$ cat src/rtl/core/spf_pkg.sv
// Shared types and constants for the smallest-prime-factor factorizer.
// No dependencies; every other file of the block uses it by scoped names.
`timescale 1ns / 1ps

package spf_pkg;

   localparam int unsigned WORD_W = 16;

   typedef enum logic [1:0] {
      KIND_UNIT,
      KIND_OVER,
      KIND_TABLE
   } item_kind_type;

   typedef struct packed {
      item_kind_type     kind;
      logic [WORD_W-1:0] value;
   } queue_entry_type;

   typedef struct packed {
      logic              en;
      logic [WORD_W-1:0] addr;
   } table_rd_type;

   typedef struct packed {
      logic              start;
      logic [WORD_W-1:0] dividend;
      logic [WORD_W-1:0] divisor;
   } div_req_type;

   typedef enum logic [1:0] {
      FILL_INIT,
      FILL_SIEVE,
      FILL_DONE
   } fill_state_type;

   typedef enum logic [1:0] {
      BK_IDLE,
      BK_READ,
      BK_WAIT,
      BK_DIV
   } back_state_type;

endpackage

$ cat src/rtl/core/spf_front.sv
// Front end: accepts request transactions, classifies them, holds a two-entry queue.
// Depends on spf_pkg.
`timescale 1ns / 1ps

module spf_front #(
   parameter int unsigned LIMIT = 65535
) (
   input  logic                          clock,
   input  logic                          reset,
   input  logic                          table_ready,
   input  logic                          start,
   input  logic [spf_pkg::WORD_W-1:0]    req_value,
   output logic                          busy,
   input  logic                          pop,
   output logic                          head_valid,
   output spf_pkg::queue_entry_type      head
);

   localparam logic [16:0] LIM17 = 17'(LIMIT);

   spf_pkg::queue_entry_type ent_ff [0:1];
   spf_pkg::queue_entry_type ent_new;
   logic       wr_ptr_ff, rd_ptr_ff;
   logic [1:0] count_ff;
   logic       push, pop_ok;

   assign busy   = !table_ready || (count_ff == 2'd2);
   assign push   = start && !busy;
   assign pop_ok = pop && (count_ff != 2'd0);

   always_comb begin
      ent_new.value = req_value;
      if (req_value < 16'd2)               ent_new.kind = spf_pkg::KIND_UNIT;
      else if ({1'b0, req_value} > LIM17)  ent_new.kind = spf_pkg::KIND_OVER;
      else                                 ent_new.kind = spf_pkg::KIND_TABLE;
   end

   always_ff @(posedge clock) begin
      if (reset) begin
         wr_ptr_ff <= 1'b0;
         rd_ptr_ff <= 1'b0;
         count_ff  <= 2'd0;
      end else begin
         if (push)   wr_ptr_ff <= ~wr_ptr_ff;
         if (pop_ok) rd_ptr_ff <= ~rd_ptr_ff;
         count_ff <= count_ff + {1'b0, push} - {1'b0, pop_ok};
      end
      if (push) ent_ff[wr_ptr_ff] <= ent_new;
   end

   assign head_valid = (count_ff != 2'd0);
   assign head       = ent_ff[rd_ptr_ff];

   a_count_bound: assert property (@(posedge clock) disable iff (reset)
      count_ff != 2'd3) else $error("queue count overflow");
   a_no_push_full: assert property (@(posedge clock) disable iff (reset)
      (count_ff == 2'd2 && !pop_ok) |=> count_ff == 2'd2) else $error("full queue lost entry");
   a_no_accept_cold: assert property (@(posedge clock) disable iff (reset)
      !table_ready |-> !push) else $error("accepted before table fill");

endmodule

$ cat config.mk
export PLATFORM = sky130hd
export DESIGN_NAME = spf_front
export DESIGN_NICKNAME = d
export VERILOG_FILES = /design/src/rtl/core/spf_pkg.sv /design/src/rtl/core/spf_front.sv
export SDC_FILE = /design/constraint.sdc
export NUM_CORES = 1
export LEC_CHECK = 0
export BUFFER_PORTS_ARGS = -buffer_cell sky130_fd_sc_hd__buf_2
export CORE_ASPECT_RATIO = 1.5
export CORE_MARGIN = 2
export CORE_UTILIZATION = 26
export CTS_CLUSTER_SIZE = 10
export DETAILED_ROUTE_END_ITERATION = 7
export PLACE_DENSITY = 0.44
export SYNTH_ARGS = -nofsm -noshare
export SYNTH_HDL_FRONTEND = slang
export SYNTH_SLANG_ARGS = --single-unit
export TNS_END_PERCENT = 1
$ cat constraint.sdc
create_clock -name clock -period 2.7 [get_ports clock]
set_input_delay 0.54 -clock clock [delete_from_list [all_inputs] [get_ports clock]]
set_output_delay 0.54 -clock clock [all_outputs]
set_load 0.05 [all_outputs]
==> impl_metrics.json <==
{
  "clk_latency_ns": 0.28,
  "cts_sinks": 39,
  "crit_required_ns": 2.16,
  "cts_repair_resize_count": 0,
  "ys_seq_area_share_pct": 71.28,
  "hold_class": "input pin to flop",
  "fp-row-count": 34,
  "power_mw": 2.070,
  "grt_max_degree": 13,
  "status": "complete, no violations",
  "clkTransAtPathRegs_ns": 0.07,
  "finalHoldViolations": 0,
  "num_vias": 869,
  "hold_buffers": 0,
  "skew_ns": 0.006088,
  "nets": 156,
  "io_buffers": 39,
  "diodes": 0,
  "dp_hpwl_mm": 2.021,
  "start_kind": "flop",
  "initial_utilization_pct": 26.99,
  "core_mm2": 0.005828,
  "period_needed_ns": 2.114,
  "drive_gt1_share_pct": 52.99,
  "dieArea_mm2": 0.006700,
  "h-tree-depth": 2,
  "relSlewSlack_pct": 63.62,
  "track_usage_pct": 8.722,
  "grt.overflow.total": 0,
  "syn_inst": 87,
  "globalplace.congestion": 0.6017,
  "p_per_area_mw_per_mm2": 1037,
  "leakagePower_nw": 0.7695,
  "syn_area_per_cell_um2": 18.08,
  "period_share_pct": 78.31,
  "pin_count": 41,
  "synth.distinct_cells": 22,
  "postCtsSetupBuffers": 0,
  "crit_type": "flop to output port",
  "firstDrtPassIters": 3,
  "max_slew.worst_pin.slew_ns": 0.5437,
  "grt_pass1_wl_mm": 4.340,
  "tns_ns": 0,
  "crit_arrival_ns": 1.57,
  "drc": 0,
  "grt_pass1_vias": 908,
  "drt-initial-drc-count": 25,
  "ant_nets": 0,
  "synth_warnings": 0,
  "clk_path_buf_depth": 2,
  "synthesis.nets": 110,
  "crit_fanout": 11,
  "fillers": 569,
  "rsz0062_at_grt": "no",
  "ys_ff_latch": 39,
  "crit_path_end_kind": "output port",
  "wl_per_cell_um": 13.18,
  "drv_cap": 0,
  "drt-total-wl_mm": 2.715,
  "die_w_um": 67.51,
  "cts_made_buffers": 5,
  "antenna_found_initial": 0,
  "cts_tree": "yes",
  "areaGrowthSynthToFinish_pct": 26.89,
  "syn_area_mm2": 0.001573,
  "maxSlewViolCount": 0,
  "setup_viol": 0,
  "fmax_mhz": 473.0,
  "root_buffer": "clkbuf_8",
  "vdd_ir_drop_max_v": 0.0004291,
  "vias_per_cell": 4.218,
  "die_y_um": 99.26
}
## registers in the layout (all words and copies together), names as in the netlist, named ones only
register   cells
count_ff       2
ent_ff        34
rd_ptr_ff      1
wr_ptr_ff      1
## cells by family (layout without fill, tap and decap cells)
family	Yosys count	in the layout	synth area share, %
flip-flops	39	39	71.28
AND/OR/NAND/NOR	19	19	7.320
multiplexers	18	18	15.51
buffers and inverters	5	52	2.387
adder cells (fa/ha/maj)	2	2	1.591
XOR/XNOR	2	2	1.114
other	1	1	0.2384
AO/OA/AOI/OAI	1	1	0.5570
## cells in the final DEF, fill, tap and decap left out
cell type,n
xnor2_1,1
bufinv_16,2
ha_1,2
dfxtp_1,5
clkbuf_8,5
nand3_4,1
inv_1,2
nor4_1,3
nand4_1,1
nor3_1,2
and2_1,1
buf_4,2
nand2b_4,1
xor2_1,1
clkbuf_1,1
conb_1,1
nand2_1,1
o21a_2,1
mux2_2,7
nor2b_1,1
buf_2,39
edfxtp_1,34
or2_2,1
buf_12,1
nor2_1,7
mux2_4,11
## layer usage
layer | global-route usage, % | share of wire [%] | up-vias
met4 | 4.239 | 1.5 | 0
li1 | - | - | 413
met2 | 14.48 | 53 | 27
met3 | 3.054 | 7.2 | 4
met1 | 9.656 | 39 | 425
met5 | 0 | 0 | -
## critical path: stages (launching register included)
cell and delay, ns:
dfxtp_1 0.55, buf_12 0.20, mux2_2 0.33, buf_2 0.21
## final cells by class
cell class | instances | area, um2 | area share (%)
Clock buffer | 6 | 72.57 | 3.636
Clock inverter | 2 | 60.06 | 3.009
Inverter | 2 | 7.507 | 0.3762
Multi-Input combinational cell | 43 | 414.1 | 20.75
Sequential cell | 39 | 1121 | 56.18
Tap cell | 72 | 90.09 | 4.514
Timing Repair Buffer | 42 | 230.2 | 11.54
## metrics by stage
step | hold WS, ns | instances | setup slack, ns | utilization (%) | area [um2]
finish | 0.4405 | 206 | 0.5857 | 34.24 | 1996
global route | 0.4257 | 206 | 0.4977 | 34.24 | 1996
CTS | 0.4318 | 206 | 0.5495 | 34.24 | 1996
detailed placement | 0.5132 | 198 | 0.8625 | 31.97 | 1863
global placement | 0.5019 | 198 | 0.8704 | 31.97 | 1863
floorplan | 0.4800 | 87 | 0.9446 | - | 1573
## cell usage after synthesis
cell type | instances | share of area, %
and2_1 | 1 | 0.40
buf_4 | 1 | 0.48
buf_6 | 2 | 1.4
conb_1 | 1 | 0.24
dfxtp_1 | 5 | 6.4
edfxtp_1 | 34 | 65
ha_1 | 2 | 1.6
inv_1 | 2 | 0.48
mux2_2 | 7 | 5.0
mux2_4 | 11 | 11
nand2_1 | 1 | 0.24
nand2b_4 | 1 | 0.87
nand3_4 | 1 | 1.1
nand4_1 | 1 | 0.40
nor2_1 | 7 | 1.7
nor2b_1 | 1 | 0.40
nor3_1 | 2 | 0.64
nor4_1 | 3 | 1.2
o21a_2 | 1 | 0.56
or2_2 | 1 | 0.40
xnor2_1 | 1 | 0.56
xor2_1 | 1 | 0.56
## report_power, final
group,switching (mW),internal [mW]
clock network,0.194,0.369
registers,0.0471,0.725
logic,0.473,0.261
total,0.714,1.36
## worst paths after layout
path                          startpoint  cells after the start                endpoint  slack [ns]
hold reg to reg   rd_ptr_ff$_SDFFE_PP0P_                      2  rd_ptr_ff$_SDFFE_PP0P_        0.53
setup / recovery                    flop                      3                 head[1]        0.59
hold / removal              req_value[0]                      1  ent_ff[1][0]$_DFFE_PP_        0.44
setup reg to reg  count_ff[0]$_SDFF_PP0_                      4  ent_ff[1][2]$_DFFE_PP_        1.00
No activity file was read; power rests on OpenSTA's default activity.
