===== src/rtl/core/spf_pkg.sv =====
// Shared types and constants for the smallest-prime-factor factorizer.
// No dependencies; every other file of the block uses it by scoped names.
`timescale 1ns / 1ps

package spf_pkg;

   localparam int unsigned WORD_W = 16;

   typedef enum logic [1:0] {
      KIND_UNIT,
      KIND_OVER,
      KIND_TABLE
   } item_kind_type;

   typedef struct packed {
      item_kind_type     kind;
      logic [WORD_W-1:0] value;
   } queue_entry_type;

   typedef struct packed {
      logic              en;
      logic [WORD_W-1:0] addr;
   } table_rd_type;

   typedef struct packed {
      logic              start;
      logic [WORD_W-1:0] dividend;
      logic [WORD_W-1:0] divisor;
   } div_req_type;

   typedef enum logic [1:0] {
      FILL_INIT,
      FILL_SIEVE,
      FILL_DONE
   } fill_state_type;

   typedef enum logic [1:0] {
      BK_IDLE,
      BK_READ,
      BK_WAIT,
      BK_DIV
   } back_state_type;

endpackage


===== src/rtl/core/spf_div.sv =====
// Restoring divider, one quotient bit per cycle.
// Depends on spf_pkg.
`timescale 1ns / 1ps

module spf_div (
   input  logic                        clock,
   input  logic                        reset,
   input  spf_pkg::div_req_type        req,
   output logic                        done,
   output logic [spf_pkg::WORD_W-1:0]  quotient
);

   logic [15:0] quo_ff, quo_in;
   logic [16:0] rem_ff, rem_in;
   logic [15:0] dvs_ff;
   logic [4:0]  cnt_ff, cnt_in;
   logic        done_ff, done_in;
   logic [16:0] shifted;

   assign shifted = {rem_ff[15:0], quo_ff[15]};

   always_comb begin
      quo_in  = quo_ff;
      rem_in  = rem_ff;
      cnt_in  = cnt_ff;
      done_in = 1'b0;
      if (req.start) begin
         quo_in = req.dividend;
         rem_in = 17'd0;
         cnt_in = 5'd16;
      end else if (cnt_ff != 5'd0) begin
         if (shifted >= {1'b0, dvs_ff}) begin
            rem_in = shifted - {1'b0, dvs_ff};
            quo_in = {quo_ff[14:0], 1'b1};
         end else begin
            rem_in = shifted;
            quo_in = {quo_ff[14:0], 1'b0};
         end
         cnt_in  = cnt_ff - 5'd1;
         done_in = (cnt_ff == 5'd1);
      end
   end

   always_ff @(posedge clock) begin
      if (reset) begin
         cnt_ff  <= 5'd0;
         done_ff <= 1'b0;
      end else begin
         cnt_ff  <= cnt_in;
         done_ff <= done_in;
      end
      quo_ff <= quo_in;
      rem_ff <= rem_in;
      if (req.start) dvs_ff <= req.divisor;
   end

   assign done     = done_ff;
   assign quotient = quo_ff;

endmodule


===== src/rtl/core/spf_back.sv =====
// Back end: walks the table and divider for each queued value and drives results.
// Depends on spf_pkg and spf_div.
`timescale 1ns / 1ps

module spf_back (
   input  logic                         clock,
   input  logic                         reset,
   input  logic                         head_valid,
   input  spf_pkg::queue_entry_type     head,
   output logic                         pop,
   output spf_pkg::table_rd_type        rd,
   input  logic [spf_pkg::WORD_W-1:0]   rd_data,
   output logic                         rsp_valid,
   output logic [spf_pkg::WORD_W-1:0]   rsp_factor,
   output logic                         rsp_last,
   output logic                         rsp_value_is_prime
);

   spf_pkg::back_state_type state_ff, state_in;
   spf_pkg::div_req_type    div_req;
   logic [15:0] value_ff, value_in;
   logic [15:0] n_ff, n_in;
   logic [15:0] p_ff, p_in;
   logic [3:0]  k_ff, k_in;
   logic        prime_ff, prime_in;
   logic        div_done;
   logic [15:0] quotient;
   logic        emit;
   logic [15:0] emit_factor;
   logic        emit_last, emit_prime, fin;
   logic        rsp_valid_ff;
   logic [15:0] rsp_factor_ff;
   logic        rsp_last_ff, rsp_prime_ff;

   spf_div u_div (
      .clock    (clock),
      .reset    (reset),
      .req      (div_req),
      .done     (div_done),
      .quotient (quotient)
   );

   assign fin = (quotient == 16'd1) || (k_ff == 4'd15);

   always_comb begin
      state_in         = state_ff;
      value_in         = value_ff;
      n_in             = n_ff;
      p_in             = p_ff;
      k_in             = k_ff;
      prime_in         = prime_ff;
      pop              = 1'b0;
      rd.en            = 1'b0;
      rd.addr          = n_ff;
      div_req.start    = 1'b0;
      div_req.dividend = n_ff;
      div_req.divisor  = rd_data;
      emit             = 1'b0;
      emit_factor      = 16'd1;
      emit_last        = 1'b1;
      emit_prime       = 1'b0;
      unique case (state_ff)
         spf_pkg::BK_IDLE: begin
            if (head_valid) begin
               pop = 1'b1;
               unique case (head.kind)
                  spf_pkg::KIND_UNIT: emit = 1'b1;
                  spf_pkg::KIND_OVER: begin
                     emit        = 1'b1;
                     emit_factor = head.value;
                  end
                  default: begin
                     value_in = head.value;
                     n_in     = head.value;
                     k_in     = 4'd0;
                     state_in = spf_pkg::BK_READ;
                  end
               endcase
            end
         end
         spf_pkg::BK_READ: begin
            rd.en    = 1'b1;
            state_in = spf_pkg::BK_WAIT;
         end
         spf_pkg::BK_WAIT: begin
            // the first lookup is at the value itself and settles primality
            if (k_ff == 4'd0) prime_in = (rd_data == value_ff);
            if (rd_data < 16'd2) begin
               emit        = 1'b1;
               emit_factor = value_ff;
               emit_prime  = (k_ff == 4'd0) ? (rd_data == value_ff) : prime_ff;
               state_in    = spf_pkg::BK_IDLE;
            end else begin
               p_in          = rd_data;
               div_req.start = 1'b1;
               state_in      = spf_pkg::BK_DIV;
            end
         end
         spf_pkg::BK_DIV: begin
            if (div_done) begin
               emit        = 1'b1;
               emit_factor = p_ff;
               emit_last   = fin;
               emit_prime  = prime_ff;
               k_in        = k_ff + 4'd1;
               n_in        = quotient;
               state_in    = fin ? spf_pkg::BK_IDLE : spf_pkg::BK_READ;
            end
         end
         default: state_in = spf_pkg::BK_IDLE;
      endcase
   end

   always_ff @(posedge clock) begin
      if (reset) begin
         state_ff     <= spf_pkg::BK_IDLE;
         rsp_valid_ff <= 1'b0;
      end else begin
         state_ff     <= state_in;
         rsp_valid_ff <= emit;
      end
      value_ff      <= value_in;
      n_ff          <= n_in;
      p_ff          <= p_in;
      k_ff          <= k_in;
      prime_ff      <= prime_in;
      rsp_factor_ff <= emit_factor;
      rsp_last_ff   <= emit_last;
      rsp_prime_ff  <= emit_prime;
   end

   assign rsp_valid          = rsp_valid_ff;
   assign rsp_factor         = rsp_factor_ff;
   assign rsp_last           = rsp_last_ff;
   assign rsp_value_is_prime = rsp_prime_ff;

   a_div_emits: assert property (@(posedge clock) disable iff (reset)
      (state_ff == spf_pkg::BK_DIV && div_done) |=> rsp_valid_ff)
      else $error("divider result not sent");
   a_mid_factor: assert property (@(posedge clock) disable iff (reset)
      (rsp_valid_ff && !rsp_last_ff) |-> rsp_factor_ff >= 16'd2)
      else $error("bad factor inside run");
   a_pop_idle: assert property (@(posedge clock) disable iff (reset)
      pop |-> state_ff == spf_pkg::BK_IDLE) else $error("pop while working");

endmodule


===== config.mk =====
export PLATFORM = sky130hd
export DESIGN_NAME = spf_back
export DESIGN_NICKNAME = d
export VERILOG_FILES = /design/src/rtl/core/spf_pkg.sv /design/src/rtl/core/spf_div.sv /design/src/rtl/core/spf_back.sv
export SDC_FILE = /design/constraint.sdc
export NUM_CORES = 1
export LEC_CHECK = 0
export BUFFER_PORTS_ARGS = -buffer_cell sky130_fd_sc_hd__clkbuf_2
export CORE_ASPECT_RATIO = 2
export CORE_MARGIN = 10
export CORE_UTILIZATION = 25
export DETAILED_ROUTE_END_ITERATION = 8
export GPL_TIMING_DRIVEN = 1
export PLACE_DENSITY = 0.38
export SYNTH_ARGS = -nofsm -noshare
export SYNTH_HDL_FRONTEND = slang
export SYNTH_SLANG_ARGS = --single-unit

===== constraint.sdc =====
create_clock -name clock -period 3 [get_ports clock]
set_input_delay 0.6 -clock clock [delete_from_list [all_inputs] [get_ports clock]]
set_output_delay 0.6 -clock clock [all_outputs]
set_load 0.02 [all_outputs]

==> results of run 1 <==
-- state kept, by name, summed over array words and instances (netlist names), 2 cells and up --
register and count:
u_div.rem_ff 16, u_div.quotient 16, u_div.cnt_ff 5, p_ff 16, state_ff 2, rsp_factor 16, value_ff 16, n_ff 16
k_ff 4
-- critical path, cell delays in order (launching register included) --
cell      delay, ps
edfxtp_1        470
inv_1           160
ha_1            180
inv_1            50
fa_1            400
a21o_1          230
a221oi_1        250
buf_4           180
o211ai_1        150
a211oi_1        300
xor2_1          210
o21ai_1          90
-- per-stage QoR --
| step | cell area, um2 | std cells | power, mW | setup slack [ps] |
|---|---|---|---|---|
| after floorplan | 5574 | 526 | 3.952 | 554.1 |
| after CTS | 6529 | 871 | 5.947 | 171.0 |
| final | 6529 | 871 | 5.849 | 229.3 |
| after global routing | 6529 | 871 | 6.282 | 32.06 |
| after detailed placement | 6235 | 855 | 4.665 | 193.1 |
| after global placement | 6235 | 855 | 4.633 | 171.8 |
-- power groups by stage --
stage	clock (mW)	combinational, mW	sequential [mW]
2_1_floorplan	0	1.70	2.25
3_3_place_gp	0	2.28	2.36
3_5_place_dp	0	2.31	2.36
4_1_cts	1.31	2.31	2.33
5_1_grt	1.35	2.57	2.37
6_report	1.26	2.27	2.32
-- logic make-up (layout without fill, tap and decap cells) --
kind of cell	after synthesis	in the layout	synth area share
mux	21	21	0.04108
flops	112	112	0.5262
fa+ha+maj	22	22	0.05073
xor+xnor	30	30	0.04714
compound gates	98	98	0.1268
simple gates	160	160	0.1394
buf+inv	83	152	0.06869
-- cells in the mapped netlist (2+ instances only) --
| cell type | instances | area, um2 |
|---|---|---|
| and2_1 | 3 | 18.77 |
| nor4_1 | 13 | 81.33 |
| o22ai_1 | 2 | 12.51 |
| nor2_1 | 14 | 52.55 |
| mux2i_1 | 6 | 60.06 |
| a211o_1 | 3 | 26.28 |
| clkbuf_1 | 17 | 63.81 |
| nand2b_1 | 2 | 12.51 |
| buf_2 | 3 | 15.01 |
| inv_1 | 43 | 161.4 |
| ha_1 | 21 | 262.8 |
| a21oi_1 | 18 | 90.09 |
| nor3_1 | 8 | 40.04 |
| a21o_1 | 7 | 52.55 |
| dfxtp_1 | 43 | 860.8 |
| a222oi_1 | 15 | 150.1 |
| xor2_1 | 21 | 183.9 |
| a31oi_1 | 5 | 31.28 |
| xnor2_1 | 9 | 78.83 |
| or4_1 | 2 | 15.01 |
| mux2_2 | 15 | 168.9 |
| nand3_1 | 13 | 65.06 |
| a211oi_1 | 4 | 30.03 |
| nor2b_1 | 7 | 43.79 |
| o21a_1 | 3 | 22.52 |
| a21boi_0 | 2 | 15.01 |
| nor4b_1 | 3 | 26.28 |
| a41oi_1 | 3 | 26.28 |
| nand2_1 | 73 | 274.0 |
| edfxtp_1 | 69 | 2072 |
| o21ai_0 | 18 | 90.09 |
| buf_4 | 16 | 120.1 |
| o21ai_1 | 4 | 20.02 |
| buf_1 | 2 | 7.510 |
| and3_1 | 8 | 50.05 |
| nand4_1 | 6 | 37.54 |
| or3_1 | 5 | 31.28 |
-- layout make-up --
class	count	area (um2)	share of cell area
repair buffers	92	533.0	0.08164
clock buffers	13	251.5	0.03852
well taps	276	345.3	0.05289
clock inverters	3	42.54	0.006516
inverters	44	165.2	0.02530
flip-flops and latches	112	2933	0.4492
multi-input cells	331	2258	0.3459
-- metal layers --
metal / GRT usage / wire length, um
met5: 0 / 0
met4: 0.05098 / 390
met3: 0.02263 / 554
met2: 0.2336 / 10010
met1: 0.1157 / 6321
-- final timing paths --
check                startpoint          endpoint  slack, ps
min reg2reg             p_ff[3]     rsp_factor[3]        510
max reg2reg  u_div.quotient[15]  u_div.rem_ff[14]        230
max          u_div.quotient[15]  u_div.rem_ff[14]        230
min                 rd_data[13]          p_ff[13]        450
==> impl_metrics.csv, run 1 <==
group,metric,value,unit
outcome,status,"finished, final reports clean",
logic_synthesis,syn_inst,526,
timing,rsz0062_at_grt,"no",
finish,nFillCells,2290,
global_routing,grt_pass1_wl,26.63,mm
pwr,p_switching,2.201,mW
timing,timing.hold.ws,451.9,ps
timing,fmax,0.3609,GHz
logic_synthesis,synth.avg_cell_area,10.60,um2
place,place_congestion,0.8401,
timing,relSlewSlack,0.4191,
detailed_routing,via_count,4160,
global_routing,overflow,0,
finish,num_antenna_cells,0,
finish,final_nets,649,
finish,syn2layout_area_growth,17.13,%
setup_path,required,3260,ps
clock_tree,cts-root-buf,"clkbuf_16",
timing,tightest_slew,869.2,ps
min_path,hold_path_depth,1,
timing,setup_viol,0,
clock_tree,htree_levels,3,
logic_synthesis,synth_ff_type,"edfxtp_1",
logic_synthesis,yosysSeqAreaShare,0.5262,
pwr,pwr-share-seq,0.396,
finish,utilization,0.2959,
floorplan,fp.dieW,125.6,um
finish,layout_commonest_cell,"clkbuf_2",
logic_synthesis,synth_nets,585,
global_routing,grt_usage,0.1189,
floorplan,die_area,0.02903,mm2
floorplan,coreArea,0.02206,mm2
timing,tns,0,ps
clock_tree,cts_setup_buffers,0,
floorplan,die_h,231.2,um
clock_tree,cts_tree,"done",
global_routing,antenna_found_initial,0,
clock_tree,postCtsHoldBufs,0,
detailed_routing,drtAntennaViolNets,0,
detailed_routing,post_drt_wl_per_cell,19.83,um
logic_synthesis,yosysWarnings,0,
setup_path,worst-path-max-fanout,4,
logic_synthesis,synth_async_sr_flop_share,0,
timing,drv_slew,0,
pwr,comb_power_share,0.388,
clock_tree,cts_buffer_depth,2,
setup_path,path_class,"flip-flop to flip-flop",
clock_tree,cts-buffers-inserted,9,
detailed_routing,routed_via_density,4.776,
floorplan,row_count,77,
global_routing,grt_max_degree,36,
setup_path,crit_path_end_kind,"flip-flop",
detailed_routing,dr.pass1.iters,5,
detailed_routing,routed_wl,17.28,mm
place,dpl.hpwl,13.49,mm
timing,final.setup_skew,8.047,ps
logic_synthesis,synth_area,0.005574,mm2
place,port_buffers,73,
timing,min_period,2771,ps
setup_path,ff2ff_path_depth,11,
pwr,power_density,895.9,mW/mm2
min_path,hold_path_class,"input pin to flip-flop",
floorplan,initial_core_util,0.2527,
logic_synthesis,ys_seq_elements,112,
global_routing,grt_pass1_vias,4441,
timing,finalCritPeriodShare,0.9236,
pwr,vdd_drop_max,0.2967,mV
timing,hold_violations,0,
detailed_routing,drt_iter0_drc,225,
setup_path,start_kind,"flip-flop",
detailed_routing,drcViolationCount,0,
clock_tree,clock_latency,370,ps
finish,drive_gt1_frac,0.2118,
clock_tree,cts_sinks,112,
clock_tree,path_clk_slew,80,ps
pwr,p_sw_frac,0.3762,
flow_run,maxCapViolations,0,
logic_synthesis,synth.distinct_cells,57,
pwr,p_int,3.649,mW
logic_synthesis,synth-edff-count,69,
floorplan,top_level_ports,74,
pwr,pwr-share-clk,0.216,
clock_tree,cts-resized-gates,0,
setup_path,cp.arrival,3030,ps
pwr,power.leakage,2.765,nW
finish,layout_common_cells,"clkbuf_2, nand2_1, edfxtp_1",
(Power assumes the default switching activity.)
==> inputs of run 2 (changes only) <==
ABC_AREA = 1   (was not set)
==> impl_metrics.csv, run 2 <==
group,metric,value,unit
floorplan,die_h,241.4,um
global_routing,grt_pass1_wl,30.24,mm
timing,relSlewSlack,0.5470,
logic_synthesis,syn_inst,720,
logic_synthesis,yosysSeqAreaShare,0.4786,
setup_path,critPathBufInv,2,
place,place_area,0.006689,mm2
place,place_ws,547.7,ps
finish,num_antenna_cells,0,
finish,layout_commonest_cell,"nand2_1",
logic_synthesis,synth_common_cells,"nand2_1, inv_1, edfxtp_1",
finish,syn2layout_area_growth,13.66,%
floorplan,row_count,81,
pwr,power_density,1064,mW/mm2
timing,finalCritPeriodShare,0.7652,
timing,tns,0,ps
min_path,hold_start,"rd_data[6]",
finish,fin_area,0.006965,mm2
timing,fmax,0.4356,GHz
clock_tree,cts_buffer_depth,2,
setup_path,cpPeakStageDelay,430,ps
setup_path,regToRegEndpoint,"u_div.rem_ff[5]",
clock_tree,cts-root-buf,"clkbuf_16",
detailed_routing,wl_met1,6.980,mm
clock_tree,cts_sinks,112,
setup_path,crit_path_end_kind,"output port",
timing,drv_slew,0,
clock_tree,htree_levels,3,
floorplan,die_area,0.03156,mm2
logic_synthesis,yosysWarnings,0,
timing,final.setup_skew,12.20,ps
timing,min_period,2296,ps
min_path,hold_path_depth,1,
logic_synthesis,synth.distinct_cells,43,
logic_synthesis,synth_nets,779,
setup_path,required,2400,ps
pwr,power.leakage,3.185,nW
finish,utilization,0.2864,
place,placedCellCount,1059,
place,dpl.hpwl,16.31,mm
logic_synthesis,synth_area,0.006128,mm2
timing,tightest_slew,678.7,ps
finish,nFillCells,2712,
logic_synthesis,synth.most_common_cell,"nand2_1",
finish,layout_common_cells,"nand2_1, inv_1, clkbuf_2",
clock_tree,cts_tree,"done",
setup_path,worstReg2RegStart,"p_ff[14]",
place,port_buffers,73,
clock_tree,postCtsHoldBufs,0,
logic_synthesis,synth_async_sr_flop_share,0,
detailed_routing,drtAntennaViolNets,0,
flow_run,maxCapViolations,0,
floorplan,top_level_ports,74,
logic_synthesis,synth-edff-count,69,
outcome,status,"finished, final reports clean",
floorplan,coreArea,0.02432,mm2
logic_synthesis,yosys.area.top_type,"edfxtp_1",
clock_tree,cts-buffers-inserted,9,
setup_path,slowest_stage,"nor2_2",
floorplan,fp.dieW,130.7,um
timing,fin_ws,704.3,ps
detailed_routing,drt_iter0_drc,190,
logic_synthesis,synth.area.top_cells,"edfxtp_1, dfxtp_1, nand2_1",
timing,setup_viol,0,
setup_path,cp.arrival,1700,ps
global_routing,overflow,0,
place,place_congestion,0.8352,
pwr,vdd_drop_max,0.3119,mV
setup_path,start_kind,"flip-flop",
detailed_routing,routed_via_density,4.451,
finish,final_nets,839,
timing,rsz0062_at_grt,"no",
global_routing,grt_pass1_vias,5120,
timing,hold_violations,0,
setup_path,worst-path-max-fanout,8,
detailed_routing,met2_length,12.17,mm
global_routing,grt_usage,0.1326,
detailed_routing,post_drt_wl_per_cell,18.71,um
detailed_routing,route.met3.wl,514,um
clock_tree,clock_latency,380,ps
detailed_routing,via_count,4785,
setup_path,critical-path-top-delay-family,"simple AND/OR/NAND/NOR gates",
clock_tree,path_clk_slew,80,ps
logic_synthesis,synth_top_area_share,0.3381,
logic_synthesis,synth.avg_cell_area,8.512,um2
floorplan,initial_core_util,0.2520,
logic_synthesis,ys_seq_elements,112,
detailed_routing,maxUsedRoutingLayer,"met4",
detailed_routing,routed_wl,20.11,mm
finish,stdcell_count,1075,
clock_tree,cts-resized-gates,0,
setup_path,path_class,"flip-flop to output port",
setup_path,ff2ff_path_depth,12,
clock_tree,cts_setup_buffers,0,
min_path,hold_path_class,"input pin to flip-flop",
detailed_routing,dr.pass1.iters,5,
logic_synthesis,synth_ff_type,"edfxtp_1",
min_path,holdPathEnd,"p_ff[6]",
global_routing,antenna_found_initial,0,
detailed_routing,drcViolationCount,0,
finish,drive_gt1_frac,0.1783,
setup_path,path_cells,"nor2_1 -> inv_1 -> nor2_2 -> clkbuf_2",
setup_path,regToRegSetupSlack,780,ps
global_routing,grt_max_degree,44,
-- run 2: logic make-up (layout without fill, tap and decap cells) --
kind of cell | Yosys count | in the layout | share of synthesized area
xor gates and xnor gates | 21 | 21 | 0.03001
buffers and inverters | 149 | 214 | 0.1086
and+or+nand+nor | 337 | 337 | 0.2574
adders and majority gates | 22 | 22 | 0.04614
AOI/OAI and AO/OA | 79 | 79 | 0.07922
DFF | 112 | 112 | 0.4786
-- run 2: power by group --
group	internal (mW)	total, mW	switching (mW)
Sequential	2.22	2.43	0.214
Combinational	1.20	3.78	2.58
Clock	0.573	1.20	0.624
-- run 2: layout make-up --
class                      instances  area, um2  share of cell area
inverter                         119      449.2             0.06449
sequential                       112       2933              0.4211
tap                              290      362.8             0.05209
multi-input combinational        459       2534              0.3638
clock inverter                     7      51.30            0.007365
timing repair buffer              79      410.4             0.05892
clock buffer                       9      225.2             0.03233
-- run 2: worst max-delay path by stage --
stage,start,end,cells past startpoint
after floorplan,head[17],k_ff[0],2
after CTS,state_ff[0],pop,4
after detailed placement,rd_data[4],state_ff[1],10
final,state_ff[0],pop,4
after global placement,rd_data[4],state_ff[1],10
after global routing,state_ff[0],pop,4
-- run 2: metrics by stage --
step	total power [mW]	hold WS, ps
global placement	6.358	452.1
global route	8.039	426.4
finish	7.412	422.4
CTS	7.589	393.4
floorplan	5.268	438.5
detailed placement	6.340	464.3
-- run 2: worst register-to-register path: stages (launching register included) --
cell      delay [ps]
edfxtp_1         320
inv_1             50
ha_1             410
nand2_1          100
nand2_1           60
nand2_1           60
nand2_1          110
o21bai_4         230
nor2_8           330
nand2_8          190
nand2_1          130
nand3_1           60
o21ai_0           90
-- run 2: routing by layer --
layer / GRT usage / vias up
li1: - / 2438
met1: 0.1227 / 2258
met2: 0.2702 / 67
met3: 0.02147 / 22
met4: 0.05317 / 0
met5: 0 / -
